==> src/design/knxtc_pkg.sv <==
`default_nettype none
package knxtc_pkg;

  localparam int unsigned TIMER_BITS = 16;
  localparam int unsigned CMP_W = (TIMER_BITS > 16) ? TIMER_BITS : 16;

  localparam logic [1:0] REG_OWN_ADDRESS = 2'd0;
  localparam logic [1:0] REG_ENABLE = 2'd1;
  localparam logic [1:0] REG_TIMEOUT_TICKS = 2'd2;

  localparam logic [15:0] OWN_ADDRESS_RESET = 16'd0;
  localparam logic ENABLE_RESET = 1'b1;
  localparam logic [15:0] TIMEOUT_TICKS_RESET = 16'd6000;

  localparam logic [7:0] CTRL_CONNECT = 8'h80;
  localparam logic [7:0] CTRL_DISCONNECT = 8'h81;

  localparam logic [1:0] KIND_NONE = 2'd0;
  localparam logic [1:0] KIND_ACK = 2'd1;
  localparam logic [1:0] KIND_DISC = 2'd2;
  localparam logic [1:0] KIND_DATA = 2'd3;

  localparam logic [1:0] LINK_CLOSED = 2'd0;
  localparam logic [1:0] LINK_IDLE = 2'd1;
  localparam logic [1:0] LINK_WAIT = 2'd2;

  typedef struct packed {
    logic        func;
    logic [15:0] source_address;
    logic [15:0] dest_address;
    logic        group_flag;
    logic [7:0]  ctrl_byte;
    logic [1:0]  priority_req;
    logic        respond;
    logic        bus_idle;
  } in_item_t;

  typedef struct packed {
    logic [1:0]  send_kind;
    logic [15:0] send_dest;
    logic [3:0]  send_seq;
    logic [1:0]  send_priority;
    logic        deliver;
    logic [1:0]  link_state;
    logic [15:0] disconnect_total;
  } out_item_t;

  typedef struct packed {
    logic [15:0] own_address;
    logic        enable;
    logic [15:0] timeout_ticks;
  } cfg_regs_t;

  typedef enum logic [2:0] {
    CLS_DROP,
    CLS_CONNECT,
    CLS_DISCONNECT,
    CLS_ACK,
    CLS_DATA,
    CLS_TICK
  } event_cls_t;

  typedef struct packed {
    event_cls_t  cls;
    logic [15:0] src;
    logic [3:0]  seq;
    logic        nack;
    logic [1:0]  prio;
    logic        respond;
    logic        bus_idle;
  } event_t;

endpackage
`default_nettype wire

==> src/design/knxtc_front.sv <==
`default_nettype none
module knxtc_front
  import knxtc_pkg::*;
(
  input  wire cfg_regs_t cfg,
  input  wire logic      in_valid,
  output logic           in_ready,
  input  wire in_item_t  in_data,
  output logic           push,
  output event_t         push_data,
  input  wire logic      queue_full
);

  logic for_us;
  logic rx_accepted;

  assign in_ready = !queue_full;
  assign rx_accepted = in_valid && in_ready;
  assign push = rx_accepted;
  assign for_us = !in_data.group_flag && (in_data.dest_address == cfg.own_address);

  always_comb begin
    push_data.src = in_data.source_address;
    push_data.seq = in_data.ctrl_byte[5:2];
    push_data.nack = in_data.ctrl_byte[0];
    push_data.prio = in_data.priority_req;
    push_data.respond = in_data.respond;
    push_data.bus_idle = in_data.bus_idle;
    if (in_data.func) begin
      push_data.cls = CLS_TICK;
    end else if (!for_us) begin
      push_data.cls = CLS_DROP;
    end else if (!in_data.ctrl_byte[7]) begin
      push_data.cls = CLS_DATA;
    end else if (in_data.ctrl_byte == CTRL_CONNECT) begin
      push_data.cls = CLS_CONNECT;
    end else if (in_data.ctrl_byte == CTRL_DISCONNECT) begin
      push_data.cls = CLS_DISCONNECT;
    end else if (in_data.ctrl_byte[1]) begin
      push_data.cls = CLS_ACK;
    end else begin
      // Control octets with no known meaning are ignored like foreign traffic.
      push_data.cls = CLS_DROP;
    end
  end

endmodule
`default_nettype wire

==> src/design/knxtc_queue.sv <==
`default_nettype none
module knxtc_queue
  import knxtc_pkg::*;
(
  input  wire logic   clk,
  input  wire logic   rst,
  input  wire logic   push,
  input  wire event_t push_data,
  output logic        full,
  output logic        pop_valid,
  input  wire logic   pop_ready,
  output event_t      pop_data
);

  event_t     slots [2];
  logic       wr_ptr;
  logic       rd_ptr;
  logic [1:0] count;
  logic       do_push;
  logic       do_pop;

  assign full = (count == 2'd2);
  assign pop_valid = (count != 2'd0);
  assign pop_data = slots[rd_ptr];
  assign do_push = push && !full;
  assign do_pop = pop_valid && pop_ready;

  always_ff @(posedge clk) begin
    if (do_push) begin
      slots[wr_ptr] <= push_data;
    end
  end

  always_ff @(posedge clk) begin
    if (rst) begin
      wr_ptr <= 1'b0;
      rd_ptr <= 1'b0;
      count <= 2'd0;
    end else begin
      if (do_push) begin
        wr_ptr <= !wr_ptr;
      end
      if (do_pop) begin
        rd_ptr <= !rd_ptr;
      end
      case ({do_push, do_pop})
        2'b10: count <= count + 2'd1;
        2'b01: count <= count - 2'd1;
        default: count <= count;
      endcase
    end
  end

endmodule
`default_nettype wire

==> src/design/knxtc_back.sv <==
`default_nettype none
module knxtc_back
  import knxtc_pkg::*;
(
  input  wire logic      clk,
  input  wire logic      rst,
  input  wire cfg_regs_t cfg,
  input  wire logic      ev_valid,
  output logic           ev_ready,
  input  wire event_t    ev,
  output logic           out_valid,
  input  wire logic      out_ready,
  output out_item_t      out_data
);

  typedef enum logic [1:0] {
    ST_CLOSED = LINK_CLOSED,
    ST_IDLE = LINK_IDLE,
    ST_WAIT = LINK_WAIT
  } link_st_t;

  link_st_t              state, state_next;
  logic [15:0]           partner, partner_next;
  logic [3:0]            sseq, sseq_next;
  logic [3:0]            rseq, rseq_next;
  logic [TIMER_BITS-1:0] timer, timer_next, timer_inc;
  logic                  pending, pending_next;
  logic [1:0]            rprio, rprio_next;
  logic [15:0]           disc_cnt, disc_cnt_next;
  out_item_t             res_next;
  logic                  link_open;
  logic                  from_partner;
  logic                  take;

  assign ev_ready = !out_valid || out_ready;
  assign take = ev_valid && ev_ready;
  assign link_open = (state != ST_CLOSED);
  assign from_partner = (ev.src == partner);
  assign timer_inc = (timer == {TIMER_BITS{1'b1}}) ? timer : timer + 1'b1;

  always_comb begin
    state_next = state;
    partner_next = partner;
    sseq_next = sseq;
    rseq_next = rseq;
    timer_next = timer;
    pending_next = pending;
    rprio_next = rprio;
    disc_cnt_next = disc_cnt;
    res_next = '0;
    res_next.send_kind = KIND_NONE;

    unique case (ev.cls)
      CLS_CONNECT: begin
        if (!link_open) begin
          pending_next = 1'b0;
          partner_next = ev.src;
          sseq_next = 4'd0;
          rseq_next = 4'd0;
          timer_next = '0;
          state_next = ST_IDLE;
        end else begin
          disc_cnt_next = disc_cnt + 16'd1;
          res_next.send_kind = KIND_DISC;
          if (from_partner) begin
            state_next = ST_CLOSED;
            res_next.send_dest = partner;
          end else begin
            res_next.send_dest = ev.src;
          end
        end
      end
      CLS_DISCONNECT: begin
        if (link_open && from_partner) begin
          state_next = ST_CLOSED;
          disc_cnt_next = disc_cnt + 16'd1;
        end
      end
      CLS_ACK: begin
        if (!link_open || !from_partner) begin
          disc_cnt_next = disc_cnt + 16'd1;
          res_next.send_kind = KIND_DISC;
          res_next.send_dest = ev.src;
        end else if (!ev.nack && ev.seq == sseq && state == ST_WAIT) begin
          sseq_next = sseq + 4'd1;
          timer_next = '0;
          state_next = ST_IDLE;
        end else begin
          disc_cnt_next = disc_cnt + 16'd1;
          state_next = ST_CLOSED;
          res_next.send_kind = KIND_DISC;
          res_next.send_dest = partner;
        end
      end
      CLS_DATA: begin
        if (!link_open || !from_partner) begin
          disc_cnt_next = disc_cnt + 16'd1;
          res_next.send_kind = KIND_DISC;
          res_next.send_dest = ev.src;
        end else if (ev.seq == rseq) begin
          res_next.deliver = 1'b1;
          res_next.send_kind = KIND_ACK;
          res_next.send_dest = partner;
          res_next.send_seq = ev.seq;
          rseq_next = rseq + 4'd1;
          timer_next = '0;
          pending_next = ev.respond;
          if (ev.respond) begin
            rprio_next = ev.prio;
          end
        end else if (ev.seq == rseq - 4'd1) begin
          // A repeat of the last telegram is acknowledged again.
          res_next.send_kind = KIND_ACK;
          res_next.send_dest = partner;
          res_next.send_seq = ev.seq;
          timer_next = '0;
        end else begin
          disc_cnt_next = disc_cnt + 16'd1;
          state_next = ST_CLOSED;
          res_next.send_kind = KIND_DISC;
          res_next.send_dest = partner;
        end
      end
      CLS_TICK: begin
        timer_next = timer_inc;
        if (cfg.enable) begin
          if (link_open && CMP_W'(timer_inc) >= CMP_W'(cfg.timeout_ticks)) begin
            disc_cnt_next = disc_cnt + 16'd1;
            state_next = ST_CLOSED;
            res_next.send_kind = KIND_DISC;
            res_next.send_dest = partner;
          end
          // A timeout on this tick closes the link, which holds back the response.
          if (pending && ev.bus_idle && state_next != ST_CLOSED) begin
            res_next.send_kind = KIND_DATA;
            res_next.send_dest = partner;
            res_next.send_seq = sseq;
            res_next.send_priority = rprio;
            state_next = ST_WAIT;
            pending_next = 1'b0;
            timer_next = '0;
          end
        end
      end
      default: begin
      end
    endcase

    res_next.link_state = state_next;
    res_next.disconnect_total = disc_cnt_next;
  end

  always_ff @(posedge clk) begin
    if (rst) begin
      state <= ST_CLOSED;
      partner <= '0;
      sseq <= '0;
      rseq <= '0;
      timer <= '0;
      pending <= 1'b0;
      rprio <= '0;
      disc_cnt <= '0;
      out_valid <= 1'b0;
    end else begin
      if (take) begin
        state <= state_next;
        partner <= partner_next;
        sseq <= sseq_next;
        rseq <= rseq_next;
        timer <= timer_next;
        pending <= pending_next;
        rprio <= rprio_next;
        disc_cnt <= disc_cnt_next;
        out_data <= res_next;
        out_valid <= 1'b1;
      end else if (out_ready) begin
        out_valid <= 1'b0;
      end
    end
  end

endmodule
`default_nettype wire

==> src/design/knx_transport_connection_fsm.sv <==
// Channel   Handshake              Payload              Direction
// in        in_valid/in_ready      in_item_t in_data    telegram or tick, into the block
// out       out_valid/out_ready    out_item_t out_data  one result per input transfer
// cfg       cfg_valid/cfg_ready    cfg_index, cfg_data  register write, always ready
//
// One item per cycle sustained while out_ready stays high; an input waits in the two-entry
// event queue, and its result is registered in the back end's output register and can then
// transfer out. The back end's state update on each accepted event sets the rate.
// Reset is synchronous and active high; registers return to their reset values.
// An output stall backs up the queue; input ready drops only when the queue is full.
`default_nettype none
module knx_transport_connection_fsm
  import knxtc_pkg::*;
(
  input  wire logic        clk,
  input  wire logic        rst,
  input  wire logic        in_valid,
  output logic             in_ready,
  input  wire in_item_t    in_data,
  output logic             out_valid,
  input  wire logic        out_ready,
  output out_item_t        out_data,
  input  wire logic        cfg_valid,
  output logic             cfg_ready,
  input  wire logic [1:0]  cfg_index,
  input  wire logic [15:0] cfg_data
);

  cfg_regs_t cfg;
  logic      push;
  event_t    push_data;
  logic      queue_full;
  logic      ev_valid;
  logic      ev_ready;
  event_t    ev;

  assign cfg_ready = 1'b1;

  always_ff @(posedge clk) begin
    if (rst) begin
      cfg.own_address <= OWN_ADDRESS_RESET;
      cfg.enable <= ENABLE_RESET;
      cfg.timeout_ticks <= TIMEOUT_TICKS_RESET;
    end else if (cfg_valid && cfg_ready) begin
      unique case (cfg_index)
        REG_OWN_ADDRESS: cfg.own_address <= cfg_data;
        REG_ENABLE: cfg.enable <= cfg_data[0];
        REG_TIMEOUT_TICKS: cfg.timeout_ticks <= cfg_data;
        default: begin
        end
      endcase
    end
  end

  knxtc_front u_front (
    .cfg        (cfg),
    .in_valid   (in_valid),
    .in_ready   (in_ready),
    .in_data    (in_data),
    .push       (push),
    .push_data  (push_data),
    .queue_full (queue_full)
  );

  knxtc_queue u_queue (
    .clk       (clk),
    .rst       (rst),
    .push      (push),
    .push_data (push_data),
    .full      (queue_full),
    .pop_valid (ev_valid),
    .pop_ready (ev_ready),
    .pop_data  (ev)
  );

  knxtc_back u_back (
    .clk       (clk),
    .rst       (rst),
    .cfg       (cfg),
    .ev_valid  (ev_valid),
    .ev_ready  (ev_ready),
    .ev        (ev),
    .out_valid (out_valid),
    .out_ready (out_ready),
    .out_data  (out_data)
  );

endmodule
`default_nettype wire

==> config.mk <==
export PLATFORM = sky130hd
export DESIGN_NAME = knx_transport_connection_fsm
export DESIGN_NICKNAME = d
export VERILOG_FILES = /design/src/design/knxtc_pkg.sv /design/src/design/knxtc_front.sv /design/src/design/knxtc_queue.sv /design/src/design/knxtc_back.sv /design/src/design/knx_transport_connection_fsm.sv
export SDC_FILE = /design/constraint.sdc
export NUM_CORES = 1
export LEC_CHECK = 0
export BUFFER_PORTS_ARGS = -buffer_cell sky130_fd_sc_hd__buf_2
export CORE_MARGIN = 1
export CORE_UTILIZATION = 59
export DETAILED_ROUTE_END_ITERATION = 10
export PLACE_DENSITY_LB_ADDON = 0.2
export SLEW_MARGIN = 25
export SYNTH_ARGS = -nofsm -noshare
export SYNTH_HDL_FRONTEND = slang
export SYNTH_HIERARCHICAL = 1
export SYNTH_SLANG_ARGS = --single-unit
==> constraint.sdc <==
create_clock -name clk -period 4.9 [get_ports clk]
set_input_delay 0.98 -clock clk [delete_from_list [all_inputs] [get_ports clk]]
set_output_delay 0.98 -clock clk [all_outputs]
set_load 0.03 [all_outputs]
* Word level (Yosys, flattened, before mapping)
Memory sizes are Yosys's and may differ from the RTL's. A register that Yosys moved wholly into a read port is not among the register bits.
Index checks and enable logic that the tools add are counted.
** Word-level totals
- Bits in registers :: 142
- Bits in writable memories :: 56
- Input port bits :: 69
- Output and inout bits :: 46
- Word-level logic and storage cells :: 179
- Memories :: 1
** Cells by class
- Add/sub/neg operators :: 7
- $lt $le $gt $ge :: 1
- Equality and inequality tests :: 27
- Mux-type cells :: 75
- Bitwise gates (word level) :: 4
- Reductions and logical operators :: 42
** Memories
- u_queue.slots :: depth 2, width 28, read ports 1, clocked after memory_dff 1, wr ports 1, line knxtc_queue.sv:15 : event_t slots [2];
** Operators by type and width (count)
- 16-bit two-way mux :: 19
- 18-bit two-way mux :: 6
- 16-bit case mux with 5 select lines :: 1
- 18-bit case mux with 4 select lines :: 1
- 16-bit case mux with 4 select lines :: 1
- 24-bit two-way mux :: 2
- 16-bit by 1-bit adder with 16-bit output (second input constant) :: 2
- 16-bit equality test :: 2
- 4-bit two-way mux :: 7
- 2-bit two-way mux :: 13
- 4-bit case mux with 2 select lines :: 3
- 22-bit two-way mux :: 1
- 16-bit equality test (second input constant) :: 1
- 8-bit equality test (second input constant) :: 2
- 16-bit greater-or-equal comparator :: 1
- 3-bit two-way mux :: 5
- 5-bit AND reduction :: 3
- 7-bit AND reduction :: 2
- 2-bit nonzero test :: 7
- 1-bit two-way mux :: 13
- 4-bit equality test :: 3
- 1-bit logical AND :: 10
- 2-bit case mux with 5 select lines :: 1
- 4-bit by 1-bit adder with 4-bit output (second input constant) :: 2
- other kinds (22) :: 48

* Depth between registers and ports, before layout
Gate-level depths: netlist (run 1).
- Depth in word-level cells :: 12
- Depth in mapped cells :: 19
- Mapped depth without buffers :: 16

* By module
Netlist (run 1), hierarchy kept.
** By module, submodules not included
- knxtc_back :: times used 1, cells each 744, area each 6297.3 um2, seq. area each 2532.4 um2
- knxtc_queue :: times used 1, cells each 113, area each 2238.4 um2, seq. area each 1781.7 um2
- knx_transport_connection_fsm :: times used 1, cells each 139, area each 1417.6 um2, seq. area each 660.6 um2
- knxtc_front :: times used 1, cells each 62, area each 455.4 um2, seq. area each 0.0 um2

* Worst setup path before layout (run 1)
Ideal clock, no wire load.
- Path kind :: reg2reg
- From :: register u_back.timer[0]
- To :: register u_back.pending
- Setup time :: 128 ps
- Data arrival time :: 4044 ps
- Path slack :: 728 ps
- Stages on the path, launching flop included :: 20
- Path buffers :: 3
- Period minus slack after synthesis :: 4172 ps
- Cell sequence :: dfxtp_1 ha_1 nand4_1 or4_1 or2_2 clkbuf_1 and2_1 clkbuf_1 nand3_1 xnor2_1 ha_1 a21o_1 a211oi_1 o21a_1 o21ai_1 o31a_1 clkbuf_1 nor4_1 mux2i_1 nor2_1
** Between the ends
- Longest elaborated chain between the ends :: 11
- Elaborated cells on any way between the ends :: 12
** Ends and longest elaborated chain
- start, declared :: line knxtc_back.sv:26 : logic [TIMER_BITS-1:0] timer, timer_next, timer_inc;
- start signal, assigned :: line knxtc_back.sv:170 : timer <= timer_next;
- 16-bit by 1-bit adder with 16-bit output / 16-bit equality test (equally long branches) :: line knxtc_back.sv:39 : assign timer_inc = (timer == {TIMER_BITS{1'b1}}) ? timer : timer + 1'b1;
- 16-bit two-way mux * :: line knxtc_back.sv:39
- 16-bit greater-or-equal comparator * :: line knxtc_back.sv:127 : if (link_open && CMP_W'(timer_inc) >= CMP_W'(cfg.timeout_ticks)) begin
- 1-bit logical AND * :: line knxtc_back.sv:127
- 2-bit two-way mux * :: line knxtc_back.sv:127
- 2-bit two-way mux * :: line knxtc_back.sv:126 : if (cfg.enable) begin
- 2-bit two-way mux * :: line knxtc_back.sv:53 : unique case (ev.cls)
- 2-bit nonzero test * :: line knxtc_back.sv:134 : if (pending && ev.bus_idle && state_next != ST_CLOSED) begin
- 1-bit logical AND * :: line knxtc_back.sv:134
- 2-bit by 1-bit inequality test with 1-bit output (no line) *
- 7-bit AND reduction (no line) *
- end signal, assigned :: line knxtc_back.sv:171 : pending <= pending_next;
- end, declared :: line knxtc_back.sv:27 : logic pending, pending_next;
Mark *: on every way between the ends. The rest lies on a longest branch, timed or not. The select of a mux whose other input is x is not followed.
A chain may end at the register's enable or synchronous reset.

==> metrics.cfg, run 1 <==
[outcome]
status=completed

[clock_tree]
clk_pin_slew_ns=0.08
cts_tree=yes
clock_tree.buffer_depth=2
numCtsBuffers=17
ctsHoldBuffers=0
cts-resized-gates=0
insertion_delay_ns=0.44
cts_root_buf=clkbuf_16
postCtsSetupRepairBufs=0
clock-sinks=199
htree_num_levels=4

[synthesis]
async_flop_share=0
synth_top_area_frac=0.286
synth_top_cells_by_area=edfxtp_1 29%, dfxtp_1 19%, xnor2_1 4.0%
postSynthAreaPerCell_um2=9.84
synth_nets=1149
yosysSeqAreaShare=0.478
synthCells=1058
synth_cell_types=77
netlist.top_cell.by_area=edfxtp_1
yosysWarnings=6
synth_area_um2=10400
synth-edff-count=99
ys_seq_elements=199
synthFlopType=dfxtp_1

[placed_design]
port_buffers=113
dp_hpwl_um=16100
pre_cts_slack_ns=0.470
place.gp.congestion=0.922

[route]
drtPass1Iterations=5
drt-initial-drc-count=799
ant_nets=0
wl_per_cell_um=16.9
via_per_inst=5.86
post-route-drc-count=0
routed_wl_um=23200
via_count=8035

[timing]
slew_headroom=0.415
skew_ns=0.0176
final_max_slew_viol_count=0
setup_tns_ns=0
setup_ws_ns=0.386
min_period_ns=4.51
max_freq_ghz=0.222
rsz0062_at_grt=false
fin_crit_sh=0.921
setup_viol=0
worstMarginPinSlew_ns=0.875
hold_viol_final=0

[min_path]
hold_start=cfg[13]
holdPathStages=2
hp-class=reg2reg
hold_end=cfg[13]

[power_and_ir_drop]
p_int_uw=3420
ir_drop_uv=320
power_density_nw_per_um2=463
switching_share=0.365
p_switching_uw=1970
p_leak_uw=0.00433
clkPwrFrac=0.270
p_seq_frac=0.402
p_comb_frac=0.328

[global_routing]
track_usage=0.262
overflow=0
antenna_found_initial=0
grt_max_degree=70
grt_pass1_wl_um=37100
grt_pass1_vias=7493

[floorplan]
die_w_um=135
core_um2=17200
initial_core_util=0.604
dieArea_um2=18200
die_y_um=135
io_pins=115
rows=48

[setup_path]
r2r_start=u_back/timer[0]
critPathKind=reg2reg
path_max_fanout=16
setup.worst_path.end_class=register
r2r_slack_ns=0.39
ff2ff_path_depth=16
cp.required_ns=5.09
cp.arrival_ns=4.70
start_kind=register
rr_endpoint=u_back/out_data[35]

[layout]
drive_gt1_frac=0.181
insertedDiodeCount=0
nNetsFinal=1225
area_delta_synth_final_pct=11.8

[run]
drv_cap=0

-- worst max path at each step --
stage | end | slack (ns) | from | cells past startpoint
floorplan | u_back/pending | 0.73 | u_back/timer[0] | 19
global placement | u_back/out_data[11] | 0.55 | u_back/timer[0] | 16
detailed placement | u_back/out_data[35] | 0.47 | u_back/timer[0] | 16
CTS | u_back/out_data[35] | 0.43 | u_back/timer[0] | 16
global route | u_back/out_data[1] | 0.05 | u_back/timer[0] | 16
finish | u_back/out_data[35] | 0.39 | u_back/timer[0] | 16
-- through the flow --
| stage | util | hold slack (ns) | instance area [um2] | power, uW | cells |
|---|---|---|---|---|---|
| 3_5_place_dp | 0.638 | 0.470 | 11000 | 3930 | 1340 |
| 6_report | 0.675 | 0.479 | 11600 | 5390 | 1372 |
| 2_1_floorplan | - | 0.445 | 10400 | 3470 | 1058 |
| 4_1_cts | 0.675 | 0.485 | 11600 | 5390 | 1372 |
| 3_3_place_gp | 0.638 | 0.464 | 11000 | 3910 | 1340 |
| 5_1_grt | 0.675 | 0.509 | 11600 | 5650 | 1372 |
-- worst max-delay path: stages (launching register included) --
cell and delay [ns]:
dfxtp_1 0.43, ha_1 0.21, nand4_1 0.09, or4_1 0.51
or2_2 0.37, and2_1 0.25, nand3_1 0.16, xnor2_1 0.14
ha_1 0.26, a21o_1 0.16, a211oi_1 0.24, o21a_1 0.16
o21ai_1 0.19, nand2b_1 0.23, nand2_1 0.09, nand2_1 0.42
a22o_1 0.36
-- area by class of cell --
| type | count | area, um2 |
|---|---|---|
| tap | 225 | 282 |
| inverter | 36 | 135 |
| fill | 1353 | 5600 |
| clock buffer | 17 | 425 |
| timing repair buffer | 131 | 703 |
| clock inverter | 15 | 208 |
| sequential | 199 | 4970 |
| multi-input combinational | 749 | 4900 |
-- registers in the layout, indices dropped and copies added (netlist names), named ones only --
signal            count
u_queue/rd_ptr        1
u_back/pending        1
u_back/out_data      43
u_back/sseq           4
cfg                  33
u_queue/count         2
u_queue/slots        56
u_back/disc_cnt      16
u_back/partner       16
u_queue/wr_ptr        1
u_back/state          2
u_back/rseq           4
u_back/out_valid      1
u_back/rprio          2
u_back/timer         16
-- power by group through the flow --
stage	clock network, uW	registers [uW]	logic [uW]
CTS	1470	2160	1750
floorplan	0	2360	1110
detailed placement	0	2200	1740
finish	1460	2160	1770
global route	1550	2190	1910
global placement	0	2190	1720
-- layout by cell type, fill, tap and decap left out, types with 30 or more instances in the layout --
| cell type | synthesis | routed |
|---|---|---|
| a21oi_1 | 65 | 65 |
| edfxtp_1 | 99 | 99 |
| nand2b_1 | 50 | 50 |
| buf_2 | 6 | 112 |
| xnor2_1 | 47 | 47 |
| inv_1 | 35 | 35 |
| nand3_1 | 30 | 30 |
| dfxtp_1 | 100 | 100 |
| nor2_1 | 91 | 90 |
| mux2i_1 | 37 | 37 |
| o21ai_0 | 33 | 33 |
| nand2_1 | 107 | 107 |
-- layer usage --
| metal | wire, um | vias to the layer above | part of all wire | global-route usage |
|---|---|---|---|---|
| li1 | - | 3946 | - | - |
| met1 | 10200 | 3747 | 0.44 | 0.345 |
| met4 | 585 | 0 | 0.025 | 0.117 |
| met3 | 1530 | 44 | 0.066 | 0.0447 |
| met5 | 0 | - | 0 | 0 |
| met2 | 10900 | 298 | 0.47 | 0.426 |
-- Yosys cell counts (11+ instances only) --
library cell and n:
nand2_1 107, dfxtp_1 100, edfxtp_1 99, nor2_1 91
a21oi_1 65, nand2b_1 50, xnor2_1 47, clkbuf_1 37
mux2i_1 37, inv_1 35, o21ai_0 33, nand3_1 30
buf_4 27, ha_1 22, mux2_2 22, a22o_1 21
xor2_1 21, nor3_1 20, a31oi_1 19, nand4_1 18
mux2_1 11
-- kinds of logic after synthesis --
group,share of synthesized area
and+or+nand+nor,0.181
AOI/OAI and AO/OA,0.134
DFF,0.478
buffers and inverters,0.0516
muxes,0.0713
xor gates and xnor gates,0.0572
adders and majority gates,0.0264
other,0.000360
Power figures use the tool's default switching activity.
==> run 2: changes to the inputs <==
--- a/config.mk
+++ b/config.mk
@@ -8,4 +8,6 @@
 export BUFFER_PORTS_ARGS = -buffer_cell sky130_fd_sc_hd__buf_2
+export CELL_PAD_IN_SITES_DETAIL_PLACEMENT = 0
+export CELL_PAD_IN_SITES_GLOBAL_PLACEMENT = 1
 export CORE_MARGIN = 1
-export CORE_UTILIZATION = 59
+export CORE_UTILIZATION = 46
 export DETAILED_ROUTE_END_ITERATION = 10
--- a/constraint.sdc
+++ b/constraint.sdc
@@ -3,2 +3,2 @@
 set_output_delay 0.98 -clock clk [all_outputs]
-set_load 0.03 [all_outputs]
+set_load 0.1 [all_outputs]
==> metrics.cfg, run 2 (synthesis gave the netlist of run 1 again) <==
[timing]
setup_viol=0  ; unchanged
max_freq_ghz=0.220  ; -0.58%
slew_headroom=0.378  ; -0.0371
rsz0062_at_grt=false
min_period_ns=4.54  ; +0.0264 ns
final_max_slew_viol_count=0  ; unchanged
worstMarginPinSlew_ns=0.930  ; +0.0554 ns
hold_viol_final=0  ; unchanged
setup_tns_ns=0  ; unchanged
fin_crit_sh=0.927  ; +0.00539
skew_ns=0.0203  ; +0.00275 ns

[setup_path]
cp.arrival_ns=4.72  ; +0.02 ns
path_max_fanout=7  ; -9
critPathKind=reg2reg
path_cells=ha_1 > nand4_1 > or4_1 > or2_2 > and2_1 > nand3_1 > xnor2_1 > ha_1 > a21o_1 > a211oi_1 > o21a_1 > o21ai_1 > nand2_1 > nand3_1 > a2111oi_0 > nor2_1
max_stage_delay_ns=0.52  ; about the same
ff2ff_path_depth=16  ; unchanged
r2r_slack_ns=0.36  ; -0.03 ns
setup.worst_path.end_class=register
path_delay_family=simple AND/OR/NAND/NOR gates
slowest_stage=a2111oi_0
cp.required_ns=5.08  ; about the same
path_buf_inv=0  ; unchanged
rr_endpoint=u_back/out_data[1]
r2r_start=u_back/timer[0]
start_kind=register

[min_path]
hp-class=reg2reg
holdPathStages=2  ; unchanged
hold_end=cfg[14]
hold_start=cfg[14]

[route]
routed_wl_um=24400  ; +4.9%
wl_per_cell_um=17.0  ; +0.32%
via_per_inst=5.47  ; -6.6%
post-route-drc-count=14  ; +14
drtPass1Iterations=10  ; +5
via_count=7851  ; -2.3%
ant_nets=0  ; unchanged
drt-initial-drc-count=434  ; -46%

[clock_tree]
insertion_delay_ns=0.45  ; about the same
numCtsBuffers=17  ; unchanged
clk_pin_slew_ns=0.08  ; about the same
htree_num_levels=4  ; unchanged
clock_tree.buffer_depth=2  ; unchanged
cts_tree=yes
cts_root_buf=clkbuf_16
clock-sinks=199  ; unchanged

[layout]
reg.largest.list=u_queue/slots: 56 flops, u_back/out_data: 43 flops, cfg: 33 flops
drive_gt1_frac=0.187  ; +0.00599
final_cell_mix=112 x buf_2, 107 x nand2_1, 100 x dfxtp_1
final_common_cell=buf_2
multi_input_area_um2=4910  ; +0.18%
area_delta_synth_final_pct=13.2
seqCellArea_um2=4970  ; unchanged
largest_register_ffs=56  ; unchanged
top_register=u_queue/slots
n_fill_cell=2038  ; +51%
post-route-util=0.535  ; -0.140
nNetsFinal=1231  ; +0.49%

[global_routing]
grt_max_degree=71  ; +1.4%
grt_pass1_vias=7574  ; +1.1%
antenna_found_initial=2  ; +2
overflow=0  ; unchanged
track_usage=0.214  ; -0.0488
grt_pass1_wl_um=39400  ; +6.1%

[power_and_ir_drop]
power_density_nw_per_um2=505  ; +9.0%
p_leak_uw=0.00438  ; +1.1%
ir_drop_uv=293  ; -8.6%

[placed_design]
dp_hpwl_um=17200  ; +7.0%
place.gp.congestion=0.853  ; -7.6%
port_buffers=113  ; unchanged

[floorplan]
die_y_um=152  ; +13%
rows=54  ; +13%
dieArea_um2=23200  ; +28%
die_w_um=152  ; +13%
core_um2=22000  ; +28%
initial_core_util=0.473  ; -0.131
io_pins=115  ; unchanged

[run]
drv_cap=0  ; unchanged

[outcome]
status=complete, but fails checks
violations=design-rule violations

-- run 2: changes by cell type in the layout (fill, tap and decap cells not counted), moves of 2 or more --
cell and delta:
buf_4 +6, clkinvlp_4 -2, diode_2 +2, inv_12 +4, inv_6 -3, inv_8 +2
-- run 2: power by group --
part           total, uW  switching (uW)  internal (uW)
registers           2170             125           2050
logic               2250            1640            607
clock network       1530             758            767
total               5950            2520           3420
-- run 2: worst max-delay path by stage --
stage | depth (start not counted) | slack [ns] | startpoint | endpoint
floorplan | 19 | 0.73 | u_back/timer[0] | u_back/pending
global placement | 16 | 0.47 | u_back/timer[0] | u_back/out_data[1]
detailed placement | 16 | 0.44 | u_back/timer[0] | u_back/out_data[1]
CTS | 16 | 0.43 | u_back/timer[0] | u_back/out_data[1]
global route | 16 | 0.001 | u_back/timer[0] | u_back/out_data[1]
finish | 16 | 0.36 | u_back/timer[0] | u_back/out_data[1]
-- run 2: layer usage --
layer | share of wire | GRT usage | up-vias | wire length [um]
met5 | 0 | 0 | - | 0
met4 | 0.0068 | 0.0553 | 0 | 165
li1 | - | - | 3953 | -
met2 | 0.47 | 0.365 | 204 | 11500
met3 | 0.051 | 0.0350 | 17 | 1250
met1 | 0.47 | 0.282 | 3677 | 11400
-- run 2: what timing repair did --
item / in CTS / in global routing
hold buffers: 0 / 0
resized for setup: 0 / 1
setup endpoints to repair: 0 / 2
buffers inserted: 0 / 0
-- run 2: stage by stage --
stage / instance area [um2] / hold WS, ns / power (uW) / instances / worst slack [ns]
after floorplan: 10400 / 0.445 / 3930 / 1058 / 0.728
after global placement: 11100 / 0.463 / 4440 / 1401 / 0.470
after detailed placement: 11100 / 0.465 / 4450 / 1401 / 0.437
after CTS: 11800 / 0.482 / 5980 / 1433 / 0.426
after global routing: 11800 / 0.499 / 6230 / 1433 / 0.00105
final: 11800 / 0.482 / 5950 / 1435 / 0.359
-- run 2: layout make-up --
| type | count | area share |
|---|---|---|
| sequential | 199 | 0.422 |
| multi-input combinational | 749 | 0.417 |
| timing repair buffer | 137 | 0.0635 |
| clock buffer | 17 | 0.0361 |
| tap | 280 | 0.0297 |
| clock inverter | 15 | 0.0194 |
| inverter | 36 | 0.0115 |
| antenna | 2 | 0.000425 |
-- run 2: tightest hold or removal path: stages (launching register included) --
cell      delay (ns)
dfxtp_1         0.32
nand2b_1        0.06
mux2i_1         0.06
